==> config.mk <==
export PLATFORM = sky130hd
export DESIGN_NAME = data_eeprom_unlock_controller
export DESIGN_NICKNAME = d
export VERILOG_FILES = /design/src/design/dee_pkg.sv /design/src/design/dee_store.sv /design/src/design/dee_outq.sv /design/src/design/data_eeprom_unlock_controller.sv
export SDC_FILE = /design/constraint.sdc
export NUM_CORES = 2
export LEC_CHECK = 0
export ABC_CLOCK_PERIOD_IN_PS = 5100
export BUFFER_PORTS_ARGS = -buffer_cell sky130_fd_sc_hd__buf_2
export CAP_MARGIN = 25
export CORE_MARGIN = 2
export CORE_UTILIZATION = 61
export CTS_CLUSTER_DIAMETER = 100
export DETAILED_ROUTE_END_ITERATION = 16
export PLACE_DENSITY = 0.77
export SLEW_MARGIN = 20
export SYNTH_ARGS = -nofsm -noshare
export SYNTH_HDL_FRONTEND = slang
export SYNTH_HIERARCHICAL = 1
export SYNTH_SLANG_ARGS = --single-unit
==> constraint.sdc <==
create_clock -name clk -period 5.1 [get_ports clk]
set_input_delay 0.51 -clock clk [delete_from_list [all_inputs] [get_ports clk]]
set_output_delay 0.51 -clock clk [all_outputs]
set_load 0.02 [all_outputs]
==> src/design/dee_pkg.sv <==
// ----------------------------------------------------------------------------
// dee_pkg
// Shared types and constants for the data EEPROM unlock controller.
// ----------------------------------------------------------------------------
package dee_pkg;

  localparam int unsigned STORE_DEPTH_DEF = 256;
  localparam int unsigned BYTE_W          = 8;
  localparam int unsigned SIZE_W          = 9;
  localparam int unsigned TICKS_W         = 16;

  localparam logic [SIZE_W-1:0]  ACTIVE_SIZE_RST = 9'd256;
  localparam logic [TICKS_W-1:0] WRITE_TICKS_RST = 16'd1000;

  localparam logic [BYTE_W-1:0] UNLOCK_KEY_A = 8'h55;
  localparam logic [BYTE_W-1:0] UNLOCK_KEY_B = 8'hAA;

  // operation codes
  localparam logic [1:0] OP_WRITE = 2'd0;
  localparam logic [1:0] OP_READ  = 2'd1;
  localparam logic [1:0] OP_TICK  = 2'd2;

  // register selects
  localparam logic [1:0] REG_CONTROL = 2'd0;
  localparam logic [1:0] REG_UNLOCK  = 2'd1;
  localparam logic [1:0] REG_DATA    = 2'd2;
  localparam logic [1:0] REG_ADDRESS = 2'd3;

  // configuration register indexes
  localparam logic CFG_ACTIVE_SIZE = 1'b0;
  localparam logic CFG_WRITE_TICKS = 1'b1;

  // control register bit positions
  localparam int unsigned CB_RD    = 0;
  localparam int unsigned CB_WR    = 1;
  localparam int unsigned CB_WREN  = 2;
  localparam int unsigned CB_WRERR = 3;
  localparam int unsigned CB_EEIF  = 4;

  typedef enum logic [4:0] {
    ST_UNARMED   = 5'b00001,
    ST_NOT_READY = 5'b00010,
    ST_HAVE_55   = 5'b00100,
    ST_READY     = 5'b01000,
    ST_WRITING   = 5'b10000
  } dee_state_t;

  typedef struct packed {
    logic [1:0]        operation;
    logic [1:0]        register_select;
    logic [BYTE_W-1:0] write_data;
  } dee_req_t;

  typedef struct packed {
    logic [BYTE_W-1:0] reg_byte;
    logic              interrupt_pulse;
    logic              busy_res;
  } dee_rsp_t;

  typedef struct packed {
    logic              ren;
    logic [BYTE_W-1:0] raddr;
    logic              wen;
    logic [BYTE_W-1:0] waddr;
    logic [BYTE_W-1:0] wdata;
  } dee_mem_req_t;

endpackage

==> src/design/dee_store.sv <==
// ----------------------------------------------------------------------------
// dee_store
// Byte store: one write and one registered read per cycle; entries never
// written read as zero.
// ----------------------------------------------------------------------------
module dee_store
  import dee_pkg::*;
#(
  parameter int unsigned STORE_DEPTH = STORE_DEPTH_DEF
) (
  input  logic              clk,
  input  logic              rst,
  input  dee_mem_req_t      mreq,
  output logic [BYTE_W-1:0] rdata
);

  localparam int unsigned AW = $clog2(STORE_DEPTH);

  logic [BYTE_W-1:0]      mem [STORE_DEPTH];
  logic [STORE_DEPTH-1:0] valid;
  logic [BYTE_W-1:0]      rd_q;
  logic                   rd_valid;

  always_ff @(posedge clk) begin
    if (mreq.wen) begin
      mem[mreq.waddr[AW-1:0]] <= mreq.wdata;
    end
    if (mreq.ren) begin
      rd_q <= mem[mreq.raddr[AW-1:0]];
    end
  end

  always_ff @(posedge clk) begin
    if (rst) begin
      valid    <= '0;
      rd_valid <= 1'b0;
    end else begin
      if (mreq.wen) begin
        valid[mreq.waddr[AW-1:0]] <= 1'b1;
      end
      if (mreq.ren) begin
        rd_valid <= valid[mreq.raddr[AW-1:0]];
      end
    end
  end

  assign rdata = rd_valid ? rd_q : '0;

endmodule

==> src/design/dee_outq.sv <==
// ----------------------------------------------------------------------------
// dee_outq
// Two-entry result queue; takes a new beat while one result waits.
// ----------------------------------------------------------------------------
module dee_outq
  import dee_pkg::*;
(
  input  logic     clk,
  input  logic     rst,
  input  logic     push,
  input  dee_rsp_t push_data,
  output logic     full,
  output logic     rsp_valid,
  input  logic     rsp_stall,
  output dee_rsp_t rsp
);

  dee_rsp_t   entry [2];
  logic       wptr;
  logic       rptr;
  logic [1:0] count;
  logic       pop;

  assign pop       = rsp_valid && !rsp_stall;
  assign rsp_valid = (count != 2'd0);
  assign full      = (count == 2'd2);
  assign rsp       = entry[rptr];

  always_ff @(posedge clk) begin
    if (push) begin
      entry[wptr] <= push_data;
    end
  end

  always_ff @(posedge clk) begin
    if (rst) begin
      wptr  <= 1'b0;
      rptr  <= 1'b0;
      count <= 2'd0;
    end else begin
      if (push) begin
        wptr <= ~wptr;
      end
      if (pop) begin
        rptr <= ~rptr;
      end
      count <= count + {1'b0, push} - {1'b0, pop};
    end
  end

endmodule

==> src/design/data_eeprom_unlock_controller.sv <==
// ----------------------------------------------------------------------------
// data_eeprom_unlock_controller
// Each result beat is registered in the output queue behind earlier results.
// Throughput: one request beat per cycle while the output queue is not full.
// Reset (synchronous): clears the control state, the queue pointers and the
// store's entry valid bits; config returns to 256 bytes and 1000 ticks.
// ----------------------------------------------------------------------------
module data_eeprom_unlock_controller
  import dee_pkg::*;
#(
  parameter int unsigned STORE_DEPTH = STORE_DEPTH_DEF
) (
  input  logic                clk,
  input  logic                rst,
  input  logic                req_valid,
  output logic                req_stall,
  input  dee_req_t            req,
  output logic                rsp_valid,
  input  logic                rsp_stall,
  output dee_rsp_t            rsp,
  input  logic                cfg_valid,
  output logic                cfg_ready,
  input  logic                cfg_index,
  input  logic [TICKS_W-1:0]  cfg_data
);

  logic [SIZE_W-1:0]  active_size;
  logic [TICKS_W-1:0] write_ticks;

  dee_state_t        st, st_next;
  logic              wr_bit, wr_bit_next;
  logic              wren_bit, wren_bit_next;
  logic              wrerr_bit, wrerr_bit_next;
  logic              eeif_bit, eeif_bit_next;
  logic [BYTE_W-1:0] data_reg, data_reg_next;
  logic [BYTE_W-1:0] addr_reg, addr_reg_next;
  logic [BYTE_W-1:0] pend_addr, pend_addr_next;
  logic [BYTE_W-1:0] pend_data, pend_data_next;
  logic [TICKS_W-1:0] ticks_left, ticks_left_next;
  logic              ld_pend, ld_pend_next;

  logic              accept;
  logic              full;
  logic [BYTE_W-1:0] mem_rdata;
  logic [BYTE_W-1:0] data_eff;
  dee_mem_req_t      mreq;
  dee_rsp_t          res;

  assign accept    = req_valid && !req_stall;
  assign req_stall = full;
  assign cfg_ready = 1'b1;
  assign data_eff  = ld_pend ? mem_rdata : data_reg;

  function automatic logic present(input logic [BYTE_W-1:0] a,
                                   input logic [SIZE_W-1:0] sz);
    return ({1'b0, a} < sz) && ({1'b0, a} < SIZE_W'(STORE_DEPTH));
  endfunction

  always_comb begin
    logic v_rd, v_wr, v_wren;
    v_rd   = req.write_data[CB_RD];
    v_wr   = req.write_data[CB_WR];
    v_wren = req.write_data[CB_WREN];

    st_next         = st;
    wr_bit_next     = wr_bit;
    wren_bit_next   = wren_bit;
    wrerr_bit_next  = wrerr_bit;
    eeif_bit_next   = eeif_bit;
    data_reg_next   = data_eff;
    addr_reg_next   = addr_reg;
    pend_addr_next  = pend_addr;
    pend_data_next  = pend_data;
    ticks_left_next = ticks_left;
    ld_pend_next    = 1'b0;
    mreq            = '0;
    mreq.raddr      = addr_reg;
    mreq.waddr      = pend_addr;
    mreq.wdata      = pend_data;
    res             = '0;

    if (accept) begin
      unique case (req.operation)
        OP_WRITE: begin
          unique case (req.register_select)
            REG_CONTROL: begin
              if (v_wren) begin
                if (st == ST_UNARMED) begin
                  st_next = ST_NOT_READY;
                end else if (v_wr && !v_rd && st == ST_READY) begin
                  wr_bit_next     = 1'b1;
                  pend_addr_next  = addr_reg;
                  pend_data_next  = data_eff;
                  ticks_left_next = write_ticks;
                  st_next         = ST_WRITING;
                end
              end else if (st != ST_WRITING) begin
                st_next = ST_UNARMED;
              end
              wren_bit_next  = v_wren;
              wrerr_bit_next = req.write_data[CB_WRERR];
              eeif_bit_next  = req.write_data[CB_EEIF];
              if (v_rd && !v_wr && !wr_bit_next) begin
                st_next = ST_UNARMED;
                if (present(addr_reg, active_size)) begin
                  mreq.ren     = 1'b1;
                  ld_pend_next = 1'b1;
                end
              end
            end
            REG_UNLOCK: begin
              if (st == ST_NOT_READY && req.write_data == UNLOCK_KEY_A) begin
                st_next = ST_HAVE_55;
              end else if (st == ST_HAVE_55 && req.write_data == UNLOCK_KEY_B) begin
                st_next = ST_READY;
              end else if (st == ST_HAVE_55 || st == ST_READY) begin
                st_next = ST_NOT_READY;
              end
            end
            REG_DATA:    data_reg_next = req.write_data;
            REG_ADDRESS: addr_reg_next = req.write_data;
            default: ;
          endcase
        end
        OP_READ: begin
          unique case (req.register_select)
            REG_CONTROL: res.reg_byte = {3'b000, eeif_bit, wrerr_bit, wren_bit,
                                         wr_bit, 1'b0};
            REG_DATA:    res.reg_byte = data_eff;
            REG_ADDRESS: res.reg_byte = addr_reg;
            default:     res.reg_byte = '0;
          endcase
        end
        OP_TICK: begin
          if (st == ST_WRITING) begin
            if (ticks_left <= TICKS_W'(1)) begin
              ticks_left_next     = '0;
              mreq.wen            = present(pend_addr, active_size);
              wr_bit_next         = 1'b0;
              eeif_bit_next       = 1'b1;
              res.interrupt_pulse = 1'b1;
              st_next             = wren_bit ? ST_NOT_READY : ST_UNARMED;
            end else begin
              ticks_left_next = ticks_left - TICKS_W'(1);
            end
          end
        end
        default: ;
      endcase
      res.busy_res = (st_next == ST_WRITING);
    end
  end

  always_ff @(posedge clk) begin
    if (rst) begin
      active_size <= ACTIVE_SIZE_RST;
      write_ticks <= WRITE_TICKS_RST;
      st          <= ST_UNARMED;
      wr_bit      <= 1'b0;
      wren_bit    <= 1'b0;
      wrerr_bit   <= 1'b0;
      eeif_bit    <= 1'b0;
      data_reg    <= '0;
      addr_reg    <= '0;
      pend_addr   <= '0;
      pend_data   <= '0;
      ticks_left  <= '0;
      ld_pend     <= 1'b0;
    end else begin
      if (cfg_valid && cfg_ready) begin
        unique case (cfg_index)
          CFG_ACTIVE_SIZE: active_size <= cfg_data[SIZE_W-1:0];
          CFG_WRITE_TICKS: write_ticks <= cfg_data;
          default: ;
        endcase
      end
      st         <= st_next;
      wr_bit     <= wr_bit_next;
      wren_bit   <= wren_bit_next;
      wrerr_bit  <= wrerr_bit_next;
      eeif_bit   <= eeif_bit_next;
      data_reg   <= data_reg_next;
      addr_reg   <= addr_reg_next;
      pend_addr  <= pend_addr_next;
      pend_data  <= pend_data_next;
      ticks_left <= ticks_left_next;
      ld_pend    <= ld_pend_next;
    end
  end

  dee_store #(
    .STORE_DEPTH(STORE_DEPTH)
  ) u_store (
    .clk   (clk),
    .rst   (rst),
    .mreq  (mreq),
    .rdata (mem_rdata)
  );

  dee_outq u_outq (
    .clk       (clk),
    .rst       (rst),
    .push      (accept),
    .push_data (res),
    .full      (full),
    .rsp_valid (rsp_valid),
    .rsp_stall (rsp_stall),
    .rsp       (rsp)
  );

`ifndef NO_ASSERTIONS
  a_wr_matches_state: assert property (@(posedge clk) disable iff (rst)
    wr_bit == (st == ST_WRITING))
    else $error("WR bit out of step with write state");

  a_load_follows_beat: assert property (@(posedge clk) disable iff (rst)
    ld_pend |-> $past(accept))
    else $error("store load pending without a request beat");

  a_ticks_idle_zero: assert property (@(posedge clk) disable iff (rst)
    (st != ST_WRITING) |-> (ticks_left == '0))
    else $error("tick count nonzero while no write in progress");

  a_no_rw_overlap: assert property (@(posedge clk) disable iff (rst)
    !(mreq.ren && mreq.wen))
    else $error("store read and write issued together");
`endif

endmodule
==> impl_metrics.py <==
metrics = {
    "synth": {
        "synth-seq-cells": 2421,
        "ys_top_cells_by_area": "edfxtp_1 (67%), mux4_2 (14%), dfxtp_1 (7.4%)",
        "yosys.area.top_type": "edfxtp_1",
        "syn_nets": 5184,
        "synth_edf_count": 2076,
        "synth-main-ff-cell": "edfxtp_1",
        "synth_top_area_frac": 0.6675,
        "avgSynthCellArea_um2": 18.20,
        "ys_types": 78,
        "synth_seq_area_share": 0.7414,
        "synthArstFlopShare": 0,
        "synth_cells": 5132,
        "yosysWarnings": 6,
        "synth_area_mm2": 0.09339,
    },
    "final_layout": {
        "final_cell_mix": "edfxtp_1 (2,076), nor2_1 (795), mux4_2 (574), dfxtp_1 (335), a22oi_1 (278)",
        "fillerInstances": 9041,
        "largest_register_ffs": 2048,
        "nets": 5371,
        "area_delta_synth_final_pct": 12.04,
        "antennaDiodeCount": 0,
        "final_common_cell": "edfxtp_1",
        "drive_gt1_frac": 0.2275,
        "fin_area_mm2": 0.1046,
    },
    "routing": {
        "antenna_left": 0,
        "wire_per_inst_um": 30.91,
        "drtPass1Iterations": 8,
        "vias": 51111,
        "drt_iter0_drc": 7181,
        "wl_um": 233400,
        "drc_errors": 0,
        "via_per_inst": 6.769,
    },
    "power": {
        "power_density_mw_per_mm2": 373.4,
        "peakVddDrop_mv": 0.3740,
        "finalPower_mw": 39.07,
        "p_leak_nw": 37.46,
    },
    "setup_path": {
        "rrSetupSlack_ps": 600,
        "crit_end": "u_store/mem[157][4]",
        "cp_cell_sequence": "nor4_1 > o211ai_1 > nor2_2 > and2_1 > o21a_1 > nand3_1 > nor2_1",
        "reg2reg_depth": 7,
        "cp_data_arrival_time_ps": 4990,
        "crit_path_top_delay_cell": "nor2_1",
        "r2r-start": "ticks_left[2]",
        "crit_required_ps": 5590,
        "cp-end-kind": "flop",
        "cp_max_fo": 17,
        "r2r_end": "u_store/mem[157][4]",
        "worstSetupPathType": "flop to flop",
        "slowest_delay_ps": 970,
        "startpoint_type": "flop",
        "cp-startpoint": "ticks_left[2]",
    },
    "timing": {
        "finalCritPeriodShare": 0.8828,
        "fin_tns_setup_ps": 0,
        "report.final.slew_viol_count": 0,
        "tightest_slew_ps": 1120,
        "rsz0062_at_grt": "false",
        "slew_headroom": 0.2530,
        "fmax_ghz": 0.2221,
        "clock_skew_ps": 46.09,
        "post-route-min-period_ps": 4502,
        "hold_viol": 0,
        "setup_violations": 0,
    },
    "placed_design": {
        "placed_area_mm2": 0.09670,
        "portBuffers": 45,
        "hpwl_um": 139100,
        "place.gp.congestion": 0.9707,
    },
    "cts": {
        "cts_resized": 0,
        "cts-root-buf": "clkbuf_16",
        "cts-buffers-inserted": 225,
        "htree_levels": 4,
        "cts.sinks": 2421,
        "clkTransAtPathRegs_ps": 70,
        "cts_tree": "done",
        "clk_latency_ps": 870,
        "postCtsSetupBuffers": 0,
        "clk_path_buf_depth": 3,
    },
    "grt": {
        "grt_use_total": 0.3014,
        "grt-ovfl-total": 0,
        "antenna_found_initial": 4,
        "grt_max_degree": 182,
        "grt_pass1_vias": 50883,
        "grt_first_pass_wirelength_um": 343200,
    },
    "floorplanning": {
        "rows": 143,
        "die_w_um": 395.3,
        "core_mm2": 0.1519,
        "start_util": 0.6148,
        "die-area_mm2": 0.1563,
        "ios": 47,
        "die_h_um": 395.3,
    },
    "outcome": {
        "status": "finished, final reports clean",
    },
    "min_path": {
        "hp-class": "primary input to flop",
    },
    "run": {
        "cap_violations": 0,
    },
}
## metal layers
metal / global-route usage / vias to the layer above / wire (um)
li1: - / 20846 / -
met1: 0.4193 / 26377 / 84450
met2: 0.4735 / 3341 / 111800
met3: 0.06957 / 543 / 27470
met4: 0.1112 / 4 / 9697
met5: 0 / - / 34
## per-stage QoR
step | std cells | setup WS (ps) | hold slack (ps) | utilization
floorplan | 5132 | 846.7 | 434.8 | -
global placement | 7095 | 839.3 | 443.2 | 0.6366
detailed placement | 7095 | 709.2 | 449.6 | 0.6366
CTS | 7548 | 701.3 | 20.51 | 0.6885
global route | 7551 | 323.1 | 107.2 | 0.6888
finish | 7551 | 597.8 | 74.31 | 0.6888
## worst min-delay path by stage
| stage | to | from | slack (ps) | cells past startpoint |
|---|---|---|---|---|
| after floorplan | u_store/valid[102] | u_store/valid[102] | 430 | 2 |
| after global placement | u_store/valid[27] | u_store/valid[27] | 440 | 2 |
| after detailed placement | active_size[7] | active_size[7] | 450 | 2 |
| after CTS | active_size[7] | cfg_index | 20 | 4 |
| after global routing | active_size[7] | cfg_index | 110 | 4 |
| final | active_size[7] | cfg_index | 70 | 4 |
## area by class of cell
type,count,area [um2],share of cell area
Multi-Input combinational cell,2373,22570,0.2157
Clock inverter,112,1313,0.01254
Sequential cell,2421,69280,0.6621
Clock buffer,317,6331,0.06051
Timing Repair Buffer,276,2520,0.02408
Tap cell,2030,2540,0.02427
Inverter,22,82.58,0.0007892
## power breakdown
part	internal (mW)	leakage (nW)	total, mW	switching, mW
combinational	0.252	6.86	0.649	0.397
sequential	21.2	26.8	21.3	0.0465
clock	9.85	3.76	17.1	7.29
total	31.3	37.5	39.1	7.73
## logic make-up after synthesis
kind of cell | synth area share
flip-flops | 0.7414
adder cells (fa/ha/maj) | 0.002411
multiplexers | 0.1431
AO/OA/AOI/OAI | 0.04488
other | 0.00004015
XOR/XNOR | 0.0006163
buffers and inverters | 0.01730
AND/OR/NAND/NOR | 0.05023
## Yosys cell counts (6+ instances only)
cell type	number
edfxtp_1	2076
nor2_1	796
mux4_2	574
dfxtp_1	345
a22oi_1	278
a21oi_1	191
clkbuf_1	187
nand2_1	126
buf_2	61
nor4_1	36
nand3_1	30
mux2i_1	29
o21ba_2	29
buf_1	27
buf_6	25
a211oi_1	23
nor3_1	22
o21ai_0	22
inv_1	21
nor2b_1	20
o22ai_1	20
ha_1	18
nand4_1	13
and2_1	12
buf_4	12
mux2_2	11
nand2b_1	11
nand3b_1	9
or2_1	8
a21o_1	6
## what timing repair did
action	CTS	global route
hold endpoints to repair	41	0
setup endpoints to repair	0	0
hold buffers	24	0
## critical path, delay by kind of cell (launching register included)
family / cells / cell delay, ps
AND/OR/NAND/NOR: 5 / 2910
AO/OA/AOI/OAI: 2 / 830
flip-flops: 1 / 370
(Power assumes the default switching activity.)
